<file path="src/rtl/core/bdq_pkg.sv">
// bdq_pkg: request/response types and codes for the bounded deque with search
// no dependencies
package bdq_pkg;

    localparam int unsigned VAL_W = 32;
    localparam int unsigned FLD_W = 5;

    localparam logic [2:0] REQ_PUSH_FRONT = 3'd0;
    localparam logic [2:0] REQ_PUSH_BACK  = 3'd1;
    localparam logic [2:0] REQ_POP_FRONT  = 3'd2;
    localparam logic [2:0] REQ_POP_BACK   = 3'd3;
    localparam logic [2:0] REQ_FIND_FIRST = 3'd4;
    localparam logic [2:0] REQ_FIND_LAST  = 3'd5;
    localparam logic [2:0] REQ_COUNT      = 3'd6;

    localparam logic [1:0] ST_OK    = 2'd0;
    localparam logic [1:0] ST_EMPTY = 2'd1;
    localparam logic [1:0] ST_FULL  = 2'd2;

    typedef struct packed {
        logic [2:0]               req_type;
        logic signed [VAL_W-1:0]  value_in;
    } t_req_in;

    typedef struct packed {
        logic signed [VAL_W-1:0]  value_out;
        logic [FLD_W-1:0]         position;
        logic [FLD_W-1:0]         element_count;
        logic [1:0]               status;
    } t_resp_out;

endpackage

</file>
<file path="src/rtl/core/bdq_ram.sv">
// bdq_ram: element store, one write port and one read port with registered read data
// uses bdq_pkg for the word width
module bdq_ram #(
    parameter int unsigned DEPTH = 16,
    parameter int unsigned AW    = 4
) (
    input  logic                     i_clk,
    input  logic                     i_wr_en,
    input  logic [AW-1:0]            i_wr_addr,
    input  logic [bdq_pkg::VAL_W-1:0] i_wr_data,
    input  logic                     i_rd_en,
    input  logic [AW-1:0]            i_rd_addr,
    output logic [bdq_pkg::VAL_W-1:0] o_rd_data
);
    import bdq_pkg::*;

    logic [VAL_W-1:0] r_mem [DEPTH];
    logic [VAL_W-1:0] r_rd_data;

    always_ff @(posedge i_clk) begin
        if (i_wr_en) begin
            r_mem[i_wr_addr] <= i_wr_data;
        end
    end

    always_ff @(posedge i_clk) begin
        if (i_rd_en) begin
            r_rd_data <= r_mem[i_rd_addr];
        end
    end

    assign o_rd_data = r_rd_data;

endmodule

</file>
<file path="src/rtl/core/bdq_ctrl.sv">
// bdq_ctrl: request sequencer, ring pointers, search walk and output register
// uses bdq_pkg; drives the ports of bdq_ram
module bdq_ctrl #(
    parameter int unsigned DEPTH = 16,
    parameter int unsigned AW    = 4,
    parameter int unsigned CW    = 5
) (
    input  logic                      i_clk,
    input  logic                      i_rst_n,
    input  logic                      i_in_valid,
    output logic                      o_in_stall,
    input  bdq_pkg::t_req_in          i_in_req,
    output logic                      o_out_valid,
    input  logic                      i_out_stall,
    output bdq_pkg::t_resp_out        o_out_resp,
    output logic                      o_wr_en,
    output logic [AW-1:0]             o_wr_addr,
    output logic [bdq_pkg::VAL_W-1:0] o_wr_data,
    output logic                      o_rd_en,
    output logic [AW-1:0]             o_rd_addr,
    input  logic [bdq_pkg::VAL_W-1:0] i_rd_data
);
    import bdq_pkg::*;

    typedef enum logic [2:0] {
        S_IDLE,
        S_EXEC,
        S_POPRD,
        S_SCAN,
        S_DONE
    } t_state;

    t_state               r_state;
    logic [2:0]           r_req;
    logic [VAL_W-1:0]     r_key;
    logic [AW-1:0]        r_front;
    logic [CW-1:0]        r_count;
    logic [CW-1:0]        r_issue;
    logic                 r_pend;
    logic [CW-1:0]        r_pend_k;
    logic [CW-1:0]        r_pos;
    logic [VAL_W-1:0]     r_val;
    logic [1:0]           r_st;
    logic                 r_out_valid;
    t_resp_out            r_out_resp;

    logic                 full;
    logic                 empty;
    logic                 is_push;
    logic                 is_pop;
    logic [AW-1:0]        front_dec;
    logic [AW-1:0]        front_inc;
    logic [AW-1:0]        slot_back;
    logic [AW-1:0]        slot_last;
    logic [AW-1:0]        slot_scan;
    logic [CW-1:0]        count_m1;
    logic                 hit;
    logic                 out_free;
    logic [CW+FLD_W-1:0]  pos_ext;
    logic [CW+FLD_W-1:0]  cnt_ext;

    // ring index of front + off, both below DEPTH
    function automatic logic [AW-1:0] ring_add(input logic [AW-1:0] base,
                                               input logic [AW-1:0] off);
        logic [AW:0] sum;
        sum = {1'b0, base} + {1'b0, off};
        if (sum >= (AW+1)'(DEPTH)) begin
            sum = sum - (AW+1)'(DEPTH);
        end
        return sum[AW-1:0];
    endfunction

    assign full      = (r_count == CW'(DEPTH));
    assign empty     = (r_count == '0);
    assign is_push   = (r_req == REQ_PUSH_FRONT) || (r_req == REQ_PUSH_BACK);
    assign is_pop    = (r_req == REQ_POP_FRONT) || (r_req == REQ_POP_BACK);
    assign count_m1  = r_count - CW'(1);
    assign front_dec = (r_front == '0) ? AW'(DEPTH - 1) : r_front - AW'(1);
    assign front_inc = ring_add(r_front, AW'(1));
    assign slot_back = ring_add(r_front, r_count[AW-1:0]);
    assign slot_last = ring_add(r_front, count_m1[AW-1:0]);
    assign slot_scan = ring_add(r_front, r_issue[AW-1:0]);
    assign hit       = r_pend && (i_rd_data == r_key);
    assign out_free  = !r_out_valid || !i_out_stall;
    assign pos_ext   = {{FLD_W{1'b0}}, r_pos};
    assign cnt_ext   = {{FLD_W{1'b0}}, r_count};

    // memory port drive
    always_comb begin
        o_wr_en   = 1'b0;
        o_wr_addr = slot_back;
        o_wr_data = r_key;
        o_rd_en   = 1'b0;
        o_rd_addr = slot_scan;
        if (r_state == S_EXEC) begin
            if (is_push && !full) begin
                o_wr_en = 1'b1;
                if (r_req == REQ_PUSH_FRONT) begin
                    o_wr_addr = front_dec;
                end
            end
            if (is_pop && !empty) begin
                o_rd_en   = 1'b1;
                o_rd_addr = (r_req == REQ_POP_FRONT) ? r_front : slot_last;
            end
        end else if (r_state == S_SCAN) begin
            o_rd_en = (r_issue != r_count);
        end
    end

    always_ff @(posedge i_clk) begin
        if (!i_rst_n) begin
            r_state     <= S_IDLE;
            r_front     <= '0;
            r_count     <= '0;
            r_pend      <= 1'b0;
            r_out_valid <= 1'b0;
        end else begin
            // a response loaded in S_DONE replaces the one leaving
            if (r_out_valid && !i_out_stall && (r_state != S_DONE)) begin
                r_out_valid <= 1'b0;
            end
            unique case (r_state)
                S_IDLE: begin
                    if (i_in_valid) begin
                        r_req   <= i_in_req.req_type;
                        r_key   <= i_in_req.value_in;
                        r_state <= S_EXEC;
                    end
                end
                S_EXEC: begin
                    r_val   <= '0;
                    r_pos   <= '0;
                    r_issue <= '0;
                    r_pend  <= 1'b0;
                    unique case (r_req)
                        REQ_PUSH_FRONT, REQ_PUSH_BACK: begin
                            r_state <= S_DONE;
                            if (full) begin
                                r_st <= ST_FULL;
                            end else begin
                                r_st    <= ST_OK;
                                r_count <= r_count + CW'(1);
                                if (r_req == REQ_PUSH_FRONT) begin
                                    r_front <= front_dec;
                                end
                            end
                        end
                        REQ_POP_FRONT, REQ_POP_BACK: begin
                            if (empty) begin
                                r_st    <= ST_EMPTY;
                                r_state <= S_DONE;
                            end else begin
                                r_st    <= ST_OK;
                                r_count <= count_m1;
                                if (r_req == REQ_POP_FRONT) begin
                                    r_front <= front_inc;
                                end
                                r_state <= S_POPRD;
                            end
                        end
                        REQ_FIND_FIRST, REQ_FIND_LAST, REQ_COUNT: begin
                            r_st    <= ST_OK;
                            r_state <= empty ? S_DONE : S_SCAN;
                        end
                        default: begin
                            // unused code: no change, zero result
                            r_st    <= ST_OK;
                            r_state <= S_DONE;
                        end
                    endcase
                end
                S_POPRD: begin
                    r_val   <= i_rd_data;
                    r_state <= S_DONE;
                end
                S_SCAN: begin
                    // read of entry k issued here, compared in the cycle after, once its data is registered
                    if (r_issue != r_count) begin
                        r_issue  <= r_issue + CW'(1);
                        r_pend   <= 1'b1;
                        r_pend_k <= r_issue;
                    end else begin
                        r_pend <= 1'b0;
                        if (!r_pend) begin
                            r_state <= S_DONE;
                        end
                    end
                    if (hit) begin
                        priority case (r_req)
                            REQ_FIND_FIRST: begin
                                if (r_pos == '0) begin
                                    r_pos <= r_pend_k + CW'(1);
                                end
                            end
                            REQ_FIND_LAST: r_pos <= r_pend_k + CW'(1);
                            default:       r_pos <= r_pos + CW'(1);
                        endcase
                    end
                end
                S_DONE: begin
                    if (out_free) begin
                        r_out_valid                <= 1'b1;
                        r_out_resp.value_out       <= r_val;
                        r_out_resp.position        <= pos_ext[FLD_W-1:0];
                        r_out_resp.element_count   <= cnt_ext[FLD_W-1:0];
                        r_out_resp.status          <= r_st;
                        r_state                    <= S_IDLE;
                    end
                end
                default: r_state <= S_IDLE;
            endcase
        end
    end

    assign o_in_stall  = (r_state != S_IDLE);
    assign o_out_valid = r_out_valid;
    assign o_out_resp  = r_out_resp;

endmodule

</file>
<file path="src/rtl/core/bounded_deque_with_search.sv">
// bounded_deque_with_search: top level, bounded deque of signed words with key search
// uses bdq_pkg, bdq_ctrl and bdq_ram
// usage:
//   input channel  i_in_valid / o_in_stall / i_in_req carries one request:
//   push front, push back, pop front, pop back, find first, find last or
//   count matches of a key. output channel o_out_valid / i_out_stall /
//   o_out_resp returns exactly one response per request, in order, with the
//   element count after the request and a status (ok, empty pop, full push).
//   the block works on one request at a time; o_in_stall is high from the
//   cycle after a request is taken until its response is loaded into the
//   output register.
//   pushes, failed pops and searches of an empty store pass from the
//   request state straight to the response state; a pop first takes its
//   registered read data, and a search walks the stored entries, reading
//   one entry per cycle from the element store. the sequencer returns to
//   idle as a response loads and takes the next request from there.
//   a request is taken while an earlier response waits in the output register;
//   under a stalling receiver the next response holds in the sequencer.
//   reset (i_rst_n low, synchronous) empties the store and drops any
//   pending response; store contents need no clearing.
module bounded_deque_with_search #(
    parameter int unsigned DEPTH = 16
) (
    input  logic               i_clk,
    input  logic               i_rst_n,
    input  logic               i_in_valid,
    output logic               o_in_stall,
    input  bdq_pkg::t_req_in   i_in_req,
    output logic               o_out_valid,
    input  logic               i_out_stall,
    output bdq_pkg::t_resp_out o_out_resp
);
    import bdq_pkg::*;

    localparam int unsigned AW = (DEPTH > 1) ? $clog2(DEPTH) : 1;
    localparam int unsigned CW = $clog2(DEPTH + 1);

    logic             wr_en;
    logic [AW-1:0]    wr_addr;
    logic [VAL_W-1:0] wr_data;
    logic             rd_en;
    logic [AW-1:0]    rd_addr;
    logic [VAL_W-1:0] rd_data;

    bdq_ctrl #(
        .DEPTH (DEPTH),
        .AW    (AW),
        .CW    (CW)
    ) u_ctrl (
        .i_clk       (i_clk),
        .i_rst_n     (i_rst_n),
        .i_in_valid  (i_in_valid),
        .o_in_stall  (o_in_stall),
        .i_in_req    (i_in_req),
        .o_out_valid (o_out_valid),
        .i_out_stall (i_out_stall),
        .o_out_resp  (o_out_resp),
        .o_wr_en     (wr_en),
        .o_wr_addr   (wr_addr),
        .o_wr_data   (wr_data),
        .o_rd_en     (rd_en),
        .o_rd_addr   (rd_addr),
        .i_rd_data   (rd_data)
    );

    bdq_ram #(
        .DEPTH (DEPTH),
        .AW    (AW)
    ) u_ram (
        .i_clk     (i_clk),
        .i_wr_en   (wr_en),
        .i_wr_addr (wr_addr),
        .i_wr_data (wr_data),
        .i_rd_en   (rd_en),
        .i_rd_addr (rd_addr),
        .o_rd_data (rd_data)
    );

endmodule
</file>
<file path="config.mk">
export PLATFORM = sky130hd
export DESIGN_NAME = bounded_deque_with_search
export DESIGN_NICKNAME = d
export VERILOG_FILES = /design/src/rtl/core/bdq_pkg.sv /design/src/rtl/core/bdq_ram.sv /design/src/rtl/core/bdq_ctrl.sv /design/src/rtl/core/bounded_deque_with_search.sv
export SDC_FILE = /design/constraint.sdc
export NUM_CORES = 1
export LEC_CHECK = 0
export ABC_AREA = 0
export BUFFER_PORTS_ARGS = -buffer_cell sky130_fd_sc_hd__buf_2
export CAP_MARGIN = 25
export CORE_MARGIN = 4
export CORE_UTILIZATION = 65
export CTS_CLUSTER_DIAMETER = 80
export CTS_CLUSTER_SIZE = 20
export DETAILED_ROUTE_END_ITERATION = 10
export PLACE_DENSITY = 0.8
export SYNTH_ARGS = -nofsm -noshare
export SYNTH_HDL_FRONTEND = slang
export SYNTH_SLANG_ARGS = --single-unit
</file>
<file path="constraint.sdc">
create_clock -name i_clk -period 10.2 [get_ports i_clk]
set_clock_uncertainty 0.1 [all_clocks]
set_input_delay 1.02 -clock i_clk [delete_from_list [all_inputs] [get_ports i_clk]]
set_output_delay 1.02 -clock i_clk [all_outputs]
set_load 0.02 [all_outputs]
</file>
After elaboration in Yosys (flattened, before gate mapping)
Memory sizes are Yosys's and may differ from the RTL's. A register that Yosys moved wholly into a read port is not among the register bits.
Index checks and enable logic that the tools add are counted.
{ "word_totals": {"regBits": 142, "ram_bits": 512, "output_inout_bits": 46, "mem_count": 1} }
{ "mem_list": {"columns": ["name", "depth", "width", "read_ports", "rd_ports_with_merged_regs", "wr", "line_no", "source"], "rows": [
  ["u_ram.r_mem", 16, 32, 1, 1, 1, "bdq_ram.sv:17", "logic [VAL_W-1:0] r_mem [DEPTH];"]
]} }
{ "classes": {"addsub": 14, "magnitude_cmp": 4, "n_eq_ne": 25, "mux": 49, "reduce_logical": 34} }
{ "ops": {"columns": ["operator", "n"], "rows": [
  ["32-bit case mux with 2 select lines", 1],
  ["4-bit 2-to-1 mux", 15],
  ["5-bit case mux with 2 select lines", 4],
  ["32-bit equality test", 1],
  ["5-bit 2-to-1 mux", 5],
  ["5-bit by 1-bit adder with 5-bit output, second input constant", 4],
  ["5-bit greater-or-equal comparator, second input constant", 4],
  ["4-bit by 1-bit subtractor with 4-bit output, second input constant", 5],
  ["3-bit 2-to-1 mux", 6],
  ["4-bit by 4-bit adder with 5-bit output", 3],
  ["3-bit case mux with 5 select lines", 1],
  ["3-bit by 2-bit equality test with 1-bit output, second input constant", 4],
  ["3-bit equality test, second input constant", 4],
  ["1-bit 2-to-1 mux", 12],
  ["2-bit != test, second input constant", 6],
  ["3-bit AND reduction", 4],
  ["4-bit AND reduction", 3],
  ["5-bit zero test", 2],
  ["2-bit by 1-bit != test with 1-bit output, second input constant", 4],
  ["4-bit case mux with 2 select lines", 1],
  ["3-bit by 1-bit equality test with 1-bit output, second input constant", 2],
  ["3-bit zero test", 2],
  ["3-bit != test, second input constant", 2],
  ["3-bit case mux with 2 select lines", 1],
  ["17 further kinds", 30]
]} }

Longest topological paths before layout
{ "depth": {"word_depth": 7, "ltp_mapped": 13, "mapped_depth_nobuf": 10} }

Modules after synthesis
Synthesis repeated with hierarchy kept, for this count alone.
{ "unflattened": {"hier_cells": 1280, "area_unflattened_um2": 26374.0} }
{ "by_module_without_submodules": {"columns": ["mod", "n_inst", "cells_each", "area_each_um2", "seq_area_each_um2"], "rows": [
  ["bdq_ram", 1, 838, 20174.3, 16335.7],
  ["bdq_ctrl", 1, 442, 6199.7, 4124.0]
]} }

Least setup slack after synthesis
OpenSTA, ideal clock, no wires.
{ "synth_path": {"path_kind": "input -> register", "from": "in i_rst_n", "to": "reg u_ctrl.r_out_resp, in the netlist u_ctrl.o_out_resp[0] (enable)", "arrival_time_ns": 3.400, "required_ns": 9.655, "setup_slack_ns": 6.254, "cell_stages": 4, "path_buffers": 2, "cell_sequence": "clkbuf_1 -> clkbuf_1 -> nand2_1 -> nor2_1"} }
{ "synth_via": {"elab_chain_cells": 1} }
{ "synth_lines": {"columns": ["element", "line_no", "source"], "rows": [
  ["start: declaration", "bounded_deque_with_search.sv:25", "input logic i_rst_n,"],
  ["3-bit AND reduction (no line)", null, null],
  ["end: declaration", "bdq_ctrl.sv:45", "t_resp_out r_out_resp;"]
]} }
Every way passes these cells.
A chain may end at the register's enable or synchronous reset.

Final worst setup path
{ "layout_path": {"from": "reg u_ctrl.r_count[0]", "to": "reg u_ram.r_rd_data[27] (netlist: u_ram.o_rd_data[27]), read port of u_ram.r_mem (data pin)"} }
{ "layout_via": {"elab_chain_cells": 7, "elab_cells_between_ends": 15, "classes_between": "3 x add/sub; 1 x order compare; 1 x eq/ne; 7 x mux; 3 x reduce/logical"} }
{ "layout_lines": {"columns": ["element", "line_no", "source"], "rows": [
  ["start: declaration", "bdq_ctrl.sv:37", "logic [CW-1:0] r_count;"],
  ["start signal: assignment", "bdq_ctrl.sv:143", "r_count <= r_count + CW'(1);"],
  ["start signal: assignment", "bdq_ctrl.sv:155", "r_count <= count_m1;"],
  ["5-bit by 1-bit subtractor with 5-bit output", "bdq_ctrl.sv:77", "assign count_m1 = r_count - CW'(1);"],
  ["4-bit by 4-bit adder with 5-bit output", "bdq_ctrl.sv:66", "sum = {1'b0, base} + {1'b0, off};"],
  ["4-bit by 1-bit subtractor with 4-bit output / 5-bit greater-or-equal comparator (equally long branches)", "bdq_ctrl.sv:68, bdq_ctrl.sv:67", null],
  ["4-bit 2-to-1 mux", "bdq_ctrl.sv:67", "if (sum >= (AW+1)'(DEPTH)) begin"],
  ["4-bit 2-to-1 mux", "bdq_ctrl.sv:104", "o_rd_addr = (r_req == REQ_POP_FRONT) ? r_front : slot_last;"],
  ["4-bit 2-to-1 mux", "bdq_ctrl.sv:102", "if (is_pop && !empty) begin"],
  ["4-bit 2-to-1 mux", "bdq_ctrl.sv:95", "if (r_state == S_EXEC) begin"],
  ["end: declaration", "bdq_ram.sv:18", "logic [VAL_W-1:0] r_rd_data;"]
]} }
Several ways; a longest one is shown, not always the timed one.

==> impl_metrics.toml <==
[outcome]
status = "finished clean"

[run]
maxCapViolCount = 0

[yosys]
avgSynthCellArea_um2 = 15.4
syn-instance-count = 1934
syn_nets = 1992
ys.flop_type = "edfxtp_1"
synth_edf_count = 672
synth.area.top_cells = "edfxtp_1, o211ai_1, mux2_2"
synthArstFlopShare = 0
syn_area_mm2 = 0.0298
ys_ff_latch = 686
yosysTopAreaCellShare = 0.676
synth_cell_types = 67
ys_warn_count = 0
synth_top_area_cell = "edfxtp_1"
ys_seq_area_frac = 0.686

[clocking]
cts_setup_buffers = 0
cts_num_sinks = 686
cts_tree = "built"
cts-resized-gates = 0
clock_path_buffers = 3
htreeDepth = 2
cts-root-buf = "clkbuf_16"
numCtsBuffers = 40
hold_buffers = 0
path_clk_slew_ps = 80
worstSkewPairLatency_ps = 600

[floorplanning]
num_rows = 78
dieWidth_um = 222
core_mm2 = 0.0454
io_pins = 85
fp.dieArea_mm2 = 0.0494
dieHeight_um = 222
initial_core_util = 0.658

[route]
drtIter0Drc = 3303
route.vias.total = 19000
drt_pass1_iterations = 8
finalWirelength_um = 78000
ant_nets = 0
vias_per_cell = 7.48
wl_per_cell_um = 30.8
drc = 0

[worst_setup_path]
rr_worst_depth = 13
crit_type = "reg2reg"
cp_max_fo = 53
r2r-end = "u_ram.o_rd_data[27]"
endpoint_kind = "flip-flop"
critPathRequiredTime_ps = 10410
crit_arrival_ps = 5460
reg2reg_slack_ps = 4950
r2r-start = "u_ctrl.r_count[0]"
critPathLaunchType = "flip-flop"

[place]
gp_congestion = 0.861
port-buffer-count = 84
dp_hpwl_um = 41700

[power_and_ir_drop]
power_frac_seq = 0.573
pwr-share-comb = 0.144
fin_total_pwr_w = 0.00561
power.density_mw_per_mm2 = 176
switchingPower_w = 0.00147
swShare = 0.261
ir_drop_mv = 0.171
pwr-share-clk = 0.283
power.leakage_nw = 10.1
intPower_w = 0.00414

[global_routing]
antenna_found_initial = 0
grt_start_max_net_pins = 101
track_usage = 0.308
gr-total-overflow = 0
grt_pass1_vias = 18500
grt_pass1_wl_um = 116000

[hold_path]
worstHoldStart = "u_ctrl.r_val[15]"
hold_path_class = "reg2reg"
min_path_cells = 0
holdPathEnd = "u_ctrl.o_out_resp[27]"

[sta]
post-route-period-util = 0.515
slew_headroom = 0.325
whs_ps = 323
fmax_mhz = 190
min_period_ps = 5250
setup_violations = 0
tightest_slew_ps = 1010
final-hold-violation-count = 0
rsz0062_at_grt = "false"
drv_slew = 0
fin_tns_setup_ps = 0

[finish]
antenna_cells = 0
syn_to_final_growth_pct = 7.11
nets = 1981
filler_cell_count = 2804
final_layout_size_suffix_gt1_frac = 0.185
==> kinds of logic (layout without fill, tap and decap cells) <==
group	Yosys count	after routing	share of synthesized area
flip-flops	686	686	0.686
AO/OA/AOI/OAI	562	562	0.154
buffers and inverters	268	268	0.0394
multiplexers	171	171	0.0629
AND/OR/NAND/NOR	167	167	0.0311
XOR/XNOR	61	61	0.0179
adder cells (fa/ha/maj)	19	19	0.00872
==> registers in the layout, summed over array words and instances, names as in the netlist <==
name                cells
u_ram.r_mem           512
u_ctrl.o_out_resp      44
u_ctrl.o_wr_data       32
u_ctrl.r_val           32
u_ram.o_rd_data        32
u_ctrl.r_count          5
u_ctrl.r_issue          5
u_ctrl.r_pend_k         5
u_ctrl.r_pos            5
u_ctrl.r_front          4
u_ctrl.r_req            3
u_ctrl.r_state          3
u_ctrl.r_st             2
u_ctrl.o_out_valid      1
u_ctrl.r_pend           1
==> how the worst max path moves through the flow <==
stage / to / startpoint / cells after the start
floorplan: u_ctrl.o_out_resp[0] / i_rst_n / 4
global placement: u_ram.o_rd_data[31] / u_ctrl.r_count[0] / 13
finish: u_ram.o_rd_data[27] / u_ctrl.r_count[0] / 13
detailed placement: u_ram.o_rd_data[27] / u_ctrl.r_count[0] / 13
CTS: u_ram.o_rd_data[27] / u_ctrl.r_count[0] / 13
global route: u_ram.o_rd_data[27] / u_ctrl.r_count[0] / 13
==> cell usage in the layout (no fill, tap or decap), drive strengths merged, types with 5 or more instances in the layout <==
cell	Yosys	routed
nor2b	5	5
mux2i	39	39
inv	78	81
a221oi	63	63
nor2	35	35
buf	98	137
a21oi	17	17
o31ai	5	5
nor4	7	7
a311oi	63	63
dfxtp	14	14
xor2	37	37
nor3b	6	6
nand4	7	7
nand2	28	28
a32oi	63	63
clkbuf	92	48
mux2	132	132
a211oi	64	64
and2	45	45
o221ai	63	63
o2111ai	5	5
nand3	7	7
nor3	9	9
edfxtp	672	672
o211ai	193	193
ha	16	16
xnor2	24	24
==> synth_stat cells, drive strengths merged (35+ instances only) <==
| master | n |
|---|---|
| mux2 | 132 |
| a221oi | 63 |
| a311oi | 63 |
| a211oi | 64 |
| o211ai | 193 |
| a32oi | 63 |
| buf | 98 |
| o221ai | 63 |
| edfxtp | 672 |
| xor2 | 37 |
| and2 | 45 |
| mux2i | 39 |
| nor2 | 35 |
| clkbuf | 92 |
| inv | 78 |
==> critical path, stage by stage, from the launching register on <==
cell and delay (ps):
dfxtp_1 530, inv_1 150, ha_1 350, fa_1 410, xnor2_2 170, buf_4 440, buf_4 460, a21oi_4 120
o21ai_4 140, buf_4 550, buf_4 690, mux2_2 420, o221ai_1 230, mux2i_1 120
==> metrics by stage <==
stage	area, um2	cells	worst slack [ps]	util
finish	32000	2534	4950	0.704
global route	32000	2534	4820	0.704
CTS	31900	2533	5000	0.704
detailed placement	30800	2480	5030	0.680
global placement	30800	2478	5240	0.679
floorplan	29800	1934	6250	-
==> layer usage <==
| metal | up-vias | track usage | routed length (um) |
|---|---|---|---|
| li1 | 7867 | - | - |
| met1 | 9318 | 0.416 | 27800 |
| met2 | 1500 | 0.478 | 36100 |
| met3 | 281 | 0.0929 | 10900 |
| met4 | 0 | 0.120 | 3190 |
| met5 | - | 0 | 0 |
==> power groups by stage <==
stage / Sequential, W / Combinational, W / Clock [W]
6_report: 0.00322 / 0.000807 / 0.00159
5_1_grt: 0.00322 / 0.000843 / 0.00172
4_1_cts: 0.00321 / 0.000786 / 0.00160
3_5_place_dp: 0.00328 / 0.000781 / 0
3_3_place_gp: 0.00327 / 0.000751 / 0
2_1_floorplan: 0.00326 / 0.000552 / 0
==> cell type report <==
type / instances / area (um2) / area share
Tap cell: 600 / 751 / 0.0235
Clock inverter: 5 / 33.8 / 0.00106
Inverter: 78 / 293 / 0.00916
Timing Repair Buffer: 137 / 863 / 0.0270
Multi-Input combinational cell: 980 / 8510 / 0.266
Clock buffer: 48 / 1050 / 0.0329
Sequential cell: 686 / 20500 / 0.640
Power figures use the tool's default switching activity.
